## config.mk

```make
export PLATFORM = sky130hd
export DESIGN_NAME = seven_segment_shift_out_display
export DESIGN_NICKNAME = d
export VERILOG_FILES = /design/src/hw/rtl/sssd_pkg.sv /design/src/hw/rtl/sssd_datapath.sv /design/src/hw/rtl/sssd_ctrl.sv /design/src/hw/rtl/seven_segment_shift_out_display.sv
export SDC_FILE = /design/constraint.sdc
export NUM_CORES = 1
export LEC_CHECK = 0
export BUFFER_PORTS_ARGS = -buffer_cell sky130_fd_sc_hd__buf_2
export CAP_MARGIN = 20
export CELL_PAD_IN_SITES_DETAIL_PLACEMENT = 1
export CELL_PAD_IN_SITES_GLOBAL_PLACEMENT = 2
export CORE_MARGIN = 10
export CORE_UTILIZATION = 42
export DETAILED_ROUTE_END_ITERATION = 10
export PLACE_DENSITY = 0.85
export SKIP_CTS_REPAIR_TIMING = 1
export SYNTH_ARGS = -nofsm -noshare
export SYNTH_HDL_FRONTEND = slang
export SYNTH_SLANG_ARGS = --single-unit
export TNS_END_PERCENT = 20
```

## constraint.sdc

```tcl
create_clock -name clk -period 7.7 [get_ports clk]
set_clock_uncertainty 0.15 [all_clocks]
set_input_delay 0.77 -clock clk [delete_from_list [all_inputs] [get_ports clk]]
set_output_delay 0.77 -clock clk [all_outputs]
set_load 0.01 [all_outputs]
```

## src/hw/rtl/sssd_pkg.sv

```systemverilog
package sssd_pkg;

	// number of decimal digits on the display chain
	localparam int unsigned DIGIT_COUNT = 4;

	localparam int unsigned VALUE_W     = 14;
	localparam int unsigned SEG_W       = 8;
	localparam int unsigned DIGIT_W     = 4;
	localparam int unsigned TOTAL_BITS  = DIGIT_COUNT * SEG_W;
	localparam int unsigned BIT_CNT_W   = $clog2(TOTAL_BITS);
	localparam int unsigned DIGIT_CNT_W = (DIGIT_COUNT > 1) ? $clog2(DIGIT_COUNT) : 1;

	// x / 10 == (x * 52429) >> 19, exact for every 16-bit x
	localparam int unsigned RECIP_W     = 16;
	localparam logic [RECIP_W-1:0] RECIP_TEN = 16'd52429;
	localparam int unsigned RECIP_SHIFT = 19;
	localparam int unsigned PROD_W      = VALUE_W + RECIP_W;

	// pattern for a code that is not a decimal digit: all segments off
	localparam logic [SEG_W-1:0] SEG_BLANK = 8'hFF;

	function automatic int unsigned calc_limit(input int unsigned digits);
		int unsigned lim;
		lim = 1;
		for (int unsigned i = 0; i < digits && i < 9; i++) begin
			lim = lim * 10;
		end
		return lim - 1;
	endfunction

	// largest number the display can show
	localparam int unsigned DISPLAY_LIMIT = calc_limit(DIGIT_COUNT);

	// active-low segment patterns, decimal point bit 0 for every digit
	function automatic logic [SEG_W-1:0] seg_lookup(input logic [DIGIT_W-1:0] digit);
		logic [SEG_W-1:0] seg;
		unique case (digit)
			4'd0: seg = 8'h40;
			4'd1: seg = 8'h79;
			4'd2: seg = 8'h24;
			4'd3: seg = 8'h30;
			4'd4: seg = 8'h19;
			4'd5: seg = 8'h12;
			4'd6: seg = 8'h02;
			4'd7: seg = 8'h78;
			4'd8: seg = 8'h00;
			4'd9: seg = 8'h10;
			default: seg = SEG_BLANK;
		endcase
		return seg;
	endfunction

	typedef enum logic [1:0] {
		ST_IDLE,
		ST_CONVERT,
		ST_SHIFT
	} state_t;

	typedef struct packed {
		logic load;
		logic convert;
		logic shift;
	} dp_cmd_t;

	typedef struct packed {
		logic last_digit;
		logic last_bit;
	} dp_status_t;

endpackage

```

## src/hw/rtl/sssd_datapath.sv

```systemverilog
module sssd_datapath (
	input  logic                                 clk,
	input  logic                                 arst_n,
	input  sssd_pkg::dp_cmd_t                    cmd,
	input  logic [sssd_pkg::VALUE_W-1:0]         value,
	output sssd_pkg::dp_status_t                 status,
	output logic                                 serial_bit
);

	logic [sssd_pkg::VALUE_W-1:0]     value_q;
	logic [sssd_pkg::VALUE_W-1:0]     value_sat;
	logic [sssd_pkg::TOTAL_BITS-1:0]  shift_q;
	logic [sssd_pkg::DIGIT_CNT_W-1:0] digit_cnt_q;
	logic [sssd_pkg::BIT_CNT_W-1:0]   bit_cnt_q;
	logic [sssd_pkg::PROD_W-1:0]      prod;
	logic [sssd_pkg::VALUE_W-1:0]     quot;
	logic [sssd_pkg::VALUE_W-1:0]     rem_wide;
	logic [sssd_pkg::DIGIT_W-1:0]     digit;
	logic [sssd_pkg::SEG_W-1:0]       seg;

	// clamp to the display range
	assign value_sat = (32'(value) > 32'(sssd_pkg::DISPLAY_LIMIT))
		? sssd_pkg::VALUE_W'(sssd_pkg::DISPLAY_LIMIT) : value;

	// divide by ten through the reciprocal
	assign prod     = sssd_pkg::PROD_W'(value_q) * sssd_pkg::PROD_W'(sssd_pkg::RECIP_TEN);
	assign quot     = sssd_pkg::VALUE_W'(prod[sssd_pkg::PROD_W-1:sssd_pkg::RECIP_SHIFT]);
	assign rem_wide = value_q - sssd_pkg::VALUE_W'(quot * sssd_pkg::VALUE_W'(10));
	assign digit    = rem_wide[sssd_pkg::DIGIT_W-1:0];
	assign seg      = sssd_pkg::seg_lookup(digit);

	always_ff @(posedge clk) begin
		if (cmd.load) begin
			value_q <= value_sat;
		end else if (cmd.convert) begin
			value_q <= quot;
		end
		// ones byte ends up on top, first out
		if (cmd.convert) begin
			shift_q <= (shift_q << sssd_pkg::SEG_W) | sssd_pkg::TOTAL_BITS'(seg);
		end else if (cmd.shift) begin
			shift_q <= shift_q << 1;
		end
	end

	always_ff @(posedge clk or negedge arst_n) begin
		if (!arst_n) begin
			digit_cnt_q <= '0;
			bit_cnt_q   <= '0;
		end else if (cmd.load) begin
			digit_cnt_q <= '0;
			bit_cnt_q   <= '0;
		end else begin
			if (cmd.convert) begin
				digit_cnt_q <= digit_cnt_q + 1'b1;
			end
			if (cmd.shift) begin
				bit_cnt_q <= bit_cnt_q + 1'b1;
			end
		end
	end

	assign status.last_digit = (digit_cnt_q == sssd_pkg::DIGIT_CNT_W'(sssd_pkg::DIGIT_COUNT - 1));
	assign status.last_bit   = (bit_cnt_q == sssd_pkg::BIT_CNT_W'(sssd_pkg::TOTAL_BITS - 1));
	assign serial_bit        = shift_q[sssd_pkg::TOTAL_BITS-1];

endmodule

```

## src/hw/rtl/sssd_ctrl.sv

```systemverilog
module sssd_ctrl (
	input  logic                 clk,
	input  logic                 arst_n,
	input  logic                 value_valid,
	input  logic                 bit_ready,
	input  sssd_pkg::dp_status_t status,
	output sssd_pkg::dp_cmd_t    cmd,
	output logic                 value_ready,
	output logic                 bit_valid
);

	sssd_pkg::state_t state_q;
	sssd_pkg::state_t state_d;

	always_ff @(posedge clk or negedge arst_n) begin
		if (!arst_n) begin
			state_q <= sssd_pkg::ST_IDLE;
		end else begin
			state_q <= state_d;
		end
	end

	always_comb begin
		state_d     = state_q;
		cmd         = '0;
		value_ready = 1'b0;
		bit_valid   = 1'b0;
		unique case (state_q)
			sssd_pkg::ST_IDLE: begin
				value_ready = 1'b1;
				if (value_valid) begin
					cmd.load = 1'b1;
					state_d  = sssd_pkg::ST_CONVERT;
				end
			end
			sssd_pkg::ST_CONVERT: begin
				cmd.convert = 1'b1;
				if (status.last_digit) begin
					state_d = sssd_pkg::ST_SHIFT;
				end
			end
			sssd_pkg::ST_SHIFT: begin
				bit_valid = 1'b1;
				if (bit_ready) begin
					cmd.shift = 1'b1;
					if (status.last_bit) begin
						state_d = sssd_pkg::ST_IDLE;
					end
				end
			end
			default: begin
				state_d = sssd_pkg::ST_IDLE;
			end
		endcase
	end

endmodule

```

## src/hw/rtl/seven_segment_shift_out_display.sv

```systemverilog
// channel   handshake               payload                   direction
// value     value_valid/ready       value[13:0]               in
// bit       bit_valid/ready         serial_bit, latch_pulse   out
//
// one value is loaded, converted and fully shifted out before the next value is taken
// the digit loop peels one decimal digit a cycle through a shared divide-by-ten unit
// the bit loop then presents one serial bit per cycle from the segment shift register while bit_ready is high
// a stalled bit transfer holds the current bit and latch strobe until taken
// reset clears the controller and counters only, no clearing pass
module seven_segment_shift_out_display (
	input  logic                         clk,
	input  logic                         arst_n,
	input  logic                         value_valid,
	output logic                         value_ready,
	input  logic [sssd_pkg::VALUE_W-1:0] value,
	output logic                         bit_valid,
	input  logic                         bit_ready,
	output logic                         serial_bit,
	output logic                         latch_pulse
);

	sssd_pkg::dp_cmd_t    cmd;
	sssd_pkg::dp_status_t status;

	// sequencer: idle, digit conversion, serial shift-out
	sssd_ctrl u_ctrl (
		.clk         (clk),
		.arst_n      (arst_n),
		.value_valid (value_valid),
		.bit_ready   (bit_ready),
		.status      (status),
		.cmd         (cmd),
		.value_ready (value_ready),
		.bit_valid   (bit_valid)
	);

	// saturation, digit split, segment lookup and shift register
	sssd_datapath u_datapath (
		.clk        (clk),
		.arst_n     (arst_n),
		.cmd        (cmd),
		.value      (value),
		.status     (status),
		.serial_bit (serial_bit)
	);

	// latch strobe rides along with the final bit only
	assign latch_pulse = bit_valid & status.last_bit;

`ifndef SYNTHESIS
	// no new value while bits of the previous one are pending
	a_one_at_a_time: assert property (@(posedge clk) disable iff (!arst_n)
		bit_valid |-> !value_ready)
		else $error("value accepted during shift-out");

	// no bit is shown in the cycle after a value transfer: conversion comes first
	a_convert_gap: assert property (@(posedge clk) disable iff (!arst_n)
		(value_valid && value_ready) |=> !bit_valid)
		else $error("bits shown before conversion");

	// the latch transfer ends the frame
	a_frame_end: assert property (@(posedge clk) disable iff (!arst_n)
		(bit_valid && bit_ready && latch_pulse) |=> (!bit_valid && value_ready))
		else $error("shift-out continued past latch strobe");

	// a shift command only comes with a bit transfer
	a_shift_cmd: assert property (@(posedge clk) disable iff (!arst_n)
		cmd.shift |-> (bit_valid && bit_ready && !cmd.convert && !cmd.load))
		else $error("datapath shifted without a bit transfer");
`endif

endmodule

```

After elaboration in Yosys (flattened, before gate mapping)

Memories as Yosys holds them, arrays and structs flattened.
Index checks and enable logic that the tools add are counted.

Add/sub/neg operators: 3
Multiply operators: 2
Magnitude comparators: 1
Equal/unequal tests: 8
Muxes and demuxes: 21
Bitwise operators: 2
Reduce and logical (&&, ||, !) cells: 5

Operators by type and width:

| cell                                                  | number |
|---|---|
| two-way mux 32 bit                                    | 2 |
| two-way mux 14 bit                                    | 3 |
| bitwise OR 32 x 8 -> 32 bit                           | 1 |
| multiplier 14 x 16 -> 30 bit, second input constant   | 1 |
| greater-than comparator 14 bit, second input constant | 1 |
| two-way mux 2 bit                                     | 6 |
| multiplier 11 x 3 -> 3 bit, second input constant     | 1 |
| two-way mux 5 bit                                     | 2 |
| inequality test 2 bit, second input constant          | 4 |
| two-way mux 1 bit                                     | 7 |
| one-hot mux 2 bit (3 select lines)                    | 1 |
| nonzero test 2 bit                                    | 3 |
| adder 5 x 1 -> 5 bit, second input constant           | 1 |
| == test 5 bit, second input constant                  | 1 |
| == test 2 bit, second input constant                  | 2 |
| AND reduction 4 bit                                   | 1 |
| subtractor 4 bit                                      | 1 |
| adder 2 x 1 -> 2 bit, second input constant           | 1 |
| == test 2 x 1 -> 1 bit, second input constant         | 1 |
| logical NOT 2 bit                                     | 1 |
| bitwise AND 1 bit                                     | 1 |

Flip-flop bits (word level): 55
Memory bits (read-only): 128
Input port bits: 18
Output and inout port bits: 4
Logic and storage cells: 48
Memories kept: 1

Memory list:

| memory           | depth | width | rd ports | clocked after Yosys merged registers in | write ports | line           | RTL |
|---|---|---|---|---|---|---|---|
| (name not given) | 16    | 8     | 1        | 0                                       | 0           | sssd_pkg.sv:37 | `unique case (digit)` |

Logic depth before layout (Yosys ltp)

An unclocked memory read counts as a cell.

Depth after elaboration: 6
Depth in mapped cells: 25
Gate-level depth less buffers: 25

Hierarchy

Synthesis repeated with hierarchy kept, for this count alone.

Cells, all modules: 542
Area, all modules: 5939.4 um2

Modules (own cells, without submodules):

| module                          | times used | cells an instance | area an instance (um2) | seq. area each (um2) |
|---|---|---|---|---|
| sssd_datapath                   | 1          | 530               | 5829.3                 | 1556.5 |
| sssd_ctrl                       | 1          | 11                | 103.8                  | 50.0 |
| seven_segment_shift_out_display | 1          | 1                 | 6.3                    | 0.0 |

Least setup slack after synthesis

No wires, ideal clock.

Path kind: flip-flop to flip-flop
Start: register u_datapath.value_q[12] (netlist bit)
End: register u_datapath.shift_q[5] (netlist bit) (data pin)
Library setup time: 275 ps
Arrival: 5939 ps
Path slack: 1336 ps
Cell stages (with the launch flop): 24
Period minus slack after synthesis: 6364 ps
Cells stage by stage: edfxtp_1 inv_1 ha_1 fa_1 fa_1 fa_1 inv_1 fa_1 inv_1 fa_1 inv_1 ha_1 o21ai_0 o21ai_1 nand2_1 nand2_2 xor2_1 ha_1 fa_1 xor2_1 xnor2_1 xor2_1 a2111oi_2 a211oi_1

Cells in the longest elaborated chain, start to end: 6

RTL lines:

| element                      | line                | RTL |
|---|---|---|
| from (decl)                  | sssd_datapath.sv:10 | `logic [sssd_pkg::VALUE_W-1:0] value_q;` |
| from (signal assigned)       | sssd_datapath.sv:34 | `value_q <= value_sat;` |
| from (signal assigned)       | sssd_datapath.sv:36 | `value_q <= quot;` |
| multiplier 14 x 16 -> 30 bit | sssd_datapath.sv:26 | `assign prod = sssd_pkg::PROD_W'(value_q) * sssd_pkg::PROD_W'(sssd_pkg::RECIP_TEN);` |
| multiplier 11 x 3 -> 3 bit   | sssd_datapath.sv:28 | `assign rem_wide = value_q - sssd_pkg::VALUE_W'(quot * sssd_pkg::VALUE_W'(10));` |
| subtractor 4 bit             | sssd_datapath.sv:28 |  |
| memory read (16 x 8 bit)     | --                  |  |
| bitwise OR 32 x 8 -> 32 bit  | sssd_datapath.sv:40 | `shift_q <= (shift_q << sssd_pkg::SEG_W) \| sssd_pkg::TOTAL_BITS'(seg);` |
| two-way mux 32 bit           | sssd_datapath.sv:39 | `if (cmd.convert) begin` |
| to (signal assigned)         | sssd_datapath.sv:40 |  |
| to (signal assigned)         | sssd_datapath.sv:42 | `shift_q <= shift_q << 1;` |
| to (decl)                    | sssd_datapath.sv:12 | `logic [sssd_pkg::TOTAL_BITS-1:0] shift_q;` |

No other way between the ends.
A chain may end at the register's enable or synchronous reset.

Worst setup path in the final report

Start: register u_datapath.value_q[6] (netlist bit)
End: register u_datapath.shift_q[5] (netlist bit) (data pin)

Same word-level chain as after synthesis.

==> impl_metrics.py <==
metrics = {
    "clock_tree": {
        "path_clk_slew_ps": 80,
        "cts.htree.levels": 2,
        "clock_sinks": 55,
        "root_buffer": "clkbuf_16",
        "cts-buffers-inserted": 5,
        "cts_tree": "done",
        "cts_buffer_depth": 2,
        "clk_latency_ps": 300,
    },
    "timing": {
        "hold_viol": 0,
        "post-route-period-util_pct": 89.3,
        "slew_headroom_pct": 49.3,
        "period_minus_slack_ps": 6880,
        "setup_violations": 0,
        "final.setup.tns_ps": 0,
        "tightest_slew_ps": 761,
        "rsz0062_at_grt": "false",
        "final-max-slew-violation-count": 0,
        "fmax_mhz": 145,
    },
    "synth": {
        "synth_edf_count": 46,
        "ys_dominant_reg_cell": "edfxtp_1",
        "syn_nets": 732,
        "ys_types": 50,
        "syn_area_per_cell_um2": 10.4,
        "yosys.area.top_type_share_pct": 24.0,
        "yosysSeqAreaShare_pct": 27.9,
        "netlist_area_mm2": 0.00576,
        "synthCells": 552,
        "async_flop_share_pct": 16.4,
        "ys_warn_count": 0,
        "ys_ff_latch": 55,
        "yosys-top-cells-area": "edfxtp_1 (24%), ha_1 (23%), fa_1 (19%)",
        "yosysTopAreaCell": "edfxtp_1",
    },
    "place": {
        "gp_congestion": 0.885,
        "io_buffers": 21,
        "hpwl_um": 10900,
        "dp_cells": 740,
        "dpl_cell_area_mm2": 0.00606,
    },
    "drt": {
        "vias": 3838,
        "routed_wl_um": 13000,
        "drtIter0Drc": 149,
        "drc": 0,
        "routedWlPerCell_um": 17.3,
        "final_antenna_net_count": 0,
        "drtPass1Iterations": 4,
        "viasPerCell": 5.13,
    },
    "global_routing": {
        "use_met3_pct": 1.43,
        "grt-busiest-layer": "met2",
        "grt_antenna_before_repair": 0,
        "first_global_vias": 4366,
        "grt_max_degree": 38,
        "grt_pass1_wl_um": 22000,
        "gr-usage-met2_pct": 25.2,
        "grt_use_total_pct": 14.8,
        "overflow": 0,
        "grtUsageMet1_pct": 19.7,
    },
    "critical_path": {
        "cp_data_arrival_time_ps": 6760,
        "crit_required_ps": 7590,
        "worstSetupStartpointType": "flop",
        "cp_max_fo": 5,
        "critical_path_class": "reg -> reg",
        "critPathCaptureType": "flop",
        "reg2reg_slack_ps": 820,
    },
    "floorplan": {
        "pin_count": 22,
        "die_y_um": 137,
        "start_util_pct": 43.1,
        "core_region_area_mm2": 0.0133,
        "row_count": 42,
        "die_w_um": 137,
        "die_area_mm2": 0.0188,
    },
    "finish": {
        "final_cell_mix": "ha_1 (107), nand2_1 (95), inv_1 (89)",
        "fin_nets": 751,
        "area_growth_pct": 7.82,
        "drive_gt1_share_pct": 8.04,
        "fillers": 1518,
        "n_antenna_cell": 0,
        "final_area_mm2": 0.00621,
        "fin_cells": 748,
        "final_common_cell": "ha_1",
    },
    "job": {
        "cap_violations": 0,
    },
    "status": {
        "run_status": "complete, no violations",
    },
    "worst_hold_path": {
        "hp-class": "in -> async",
    },
}
## per-layer routing
layer  part of all wire (%)  vias to the layer above  wire length [um]
li1                       -                     1874                 -
met1                     47                     1911              6150
met2                     49                       41              6340
met3                    2.2                       12               290
met4                    1.4                        0               182
met5                      0                        -                 0
## sequential cells by signal, summed over array words and instances (netlist names)
register	flops
u_datapath.digit_cnt_q	2
u_datapath.bit_cnt_q	5
u_ctrl.state_q	2
u_datapath.value_q	14
u_datapath.shift_q	32
## logic make-up (layout without fill, tap and decap cells)
family / count (synthesis) / in the layout / synth area share, %
adders and majority gates: 162 / 162 / 42.4
and+or+nand+nor: 154 / 154 / 11.6
buffers and inverters: 100 / 120 / 6.52
AOI/OAI and AO/OA: 58 / 58 / 8.04
DFF: 55 / 55 / 27.9
xor gates and xnor gates: 21 / 21 / 3.19
muxes: 2 / 2 / 0.413
## Yosys cell counts, drive strengths merged (2+ instances only)
library cell	number
nor3	5
o211ai	2
nand4	4
ha	107
nor2b	2
o22a	2
o21a	2
dfrtp	9
clkbuf	10
o31ai	2
nor2	21
a31oi	3
edfxtp	46
xnor2	11
a22o	4
or2	3
xor2	10
nand3	6
and2	6
and3	4
a211oi	4
a21oi	12
a21o	2
mux2i	2
nand2	96
o21ai	16
nor4	2
a2111oi	3
fa	55
inv	89
## worst paths after layout
path | startpoint | endpoint | cells past startpoint
worst max-delay path | u_datapath.value_q[6] | u_datapath.shift_q[5] | 23
worst min-delay path | arst_n | u_datapath.digit_cnt_q[0] | 1
worst max register to register | u_datapath.value_q[6] | u_datapath.shift_q[5] | 23
worst min register to register | u_datapath.bit_cnt_q[4] | u_datapath.bit_cnt_q[4] | 1
max in group asynchronous | arst_n | u_datapath.digit_cnt_q[1] | 1
min in group clk | u_datapath.bit_cnt_q[4] | u_datapath.bit_cnt_q[4] | 1
## critical path: stages, from the launching register on
cell	delay, ps
edfxtp_1	520
inv_1	90
ha_1	340
fa_1	510
inv_1	100
fa_1	550
inv_1	70
fa_1	500
inv_1	60
fa_1	440
fa_1	450
ha_1	330
a211oi_2	190
o21ai_1	170
nand2_1	110
nand2_2	90
xor2_1	200
ha_1	230
fa_1	370
xor2_1	160
xnor2_1	270
xor2_1	210
a2111oi_2	410
a211oi_1	80
## per-stage QoR
step           utilization [%]  setup slack (ps)  hold WS [ps]
2_1_floorplan                -              1340           317
3_3_place_gp              45.4               971           341
3_5_place_dp              45.4               795           350
4_1_cts                   46.5               784           163
5_1_grt                   46.5               452           165
6_report                  46.5               824           162
## final cells by class
class                      instances  area (um^2)  share of cell area, %
tap                              176          220                   3.55
clock buffer                       5          125                   2.02
timing repair buffer              23          120                   1.93
inverter                          89          334                   5.38
multi-input combinational        397         3780                   60.9
clock inverter                     3         23.8                  0.383
sequential                        55         1610                   25.9
Power is left out: the tool's default activity adds up to more than one toggle a clock period on the data nets, which glitch-free logic cannot reach.
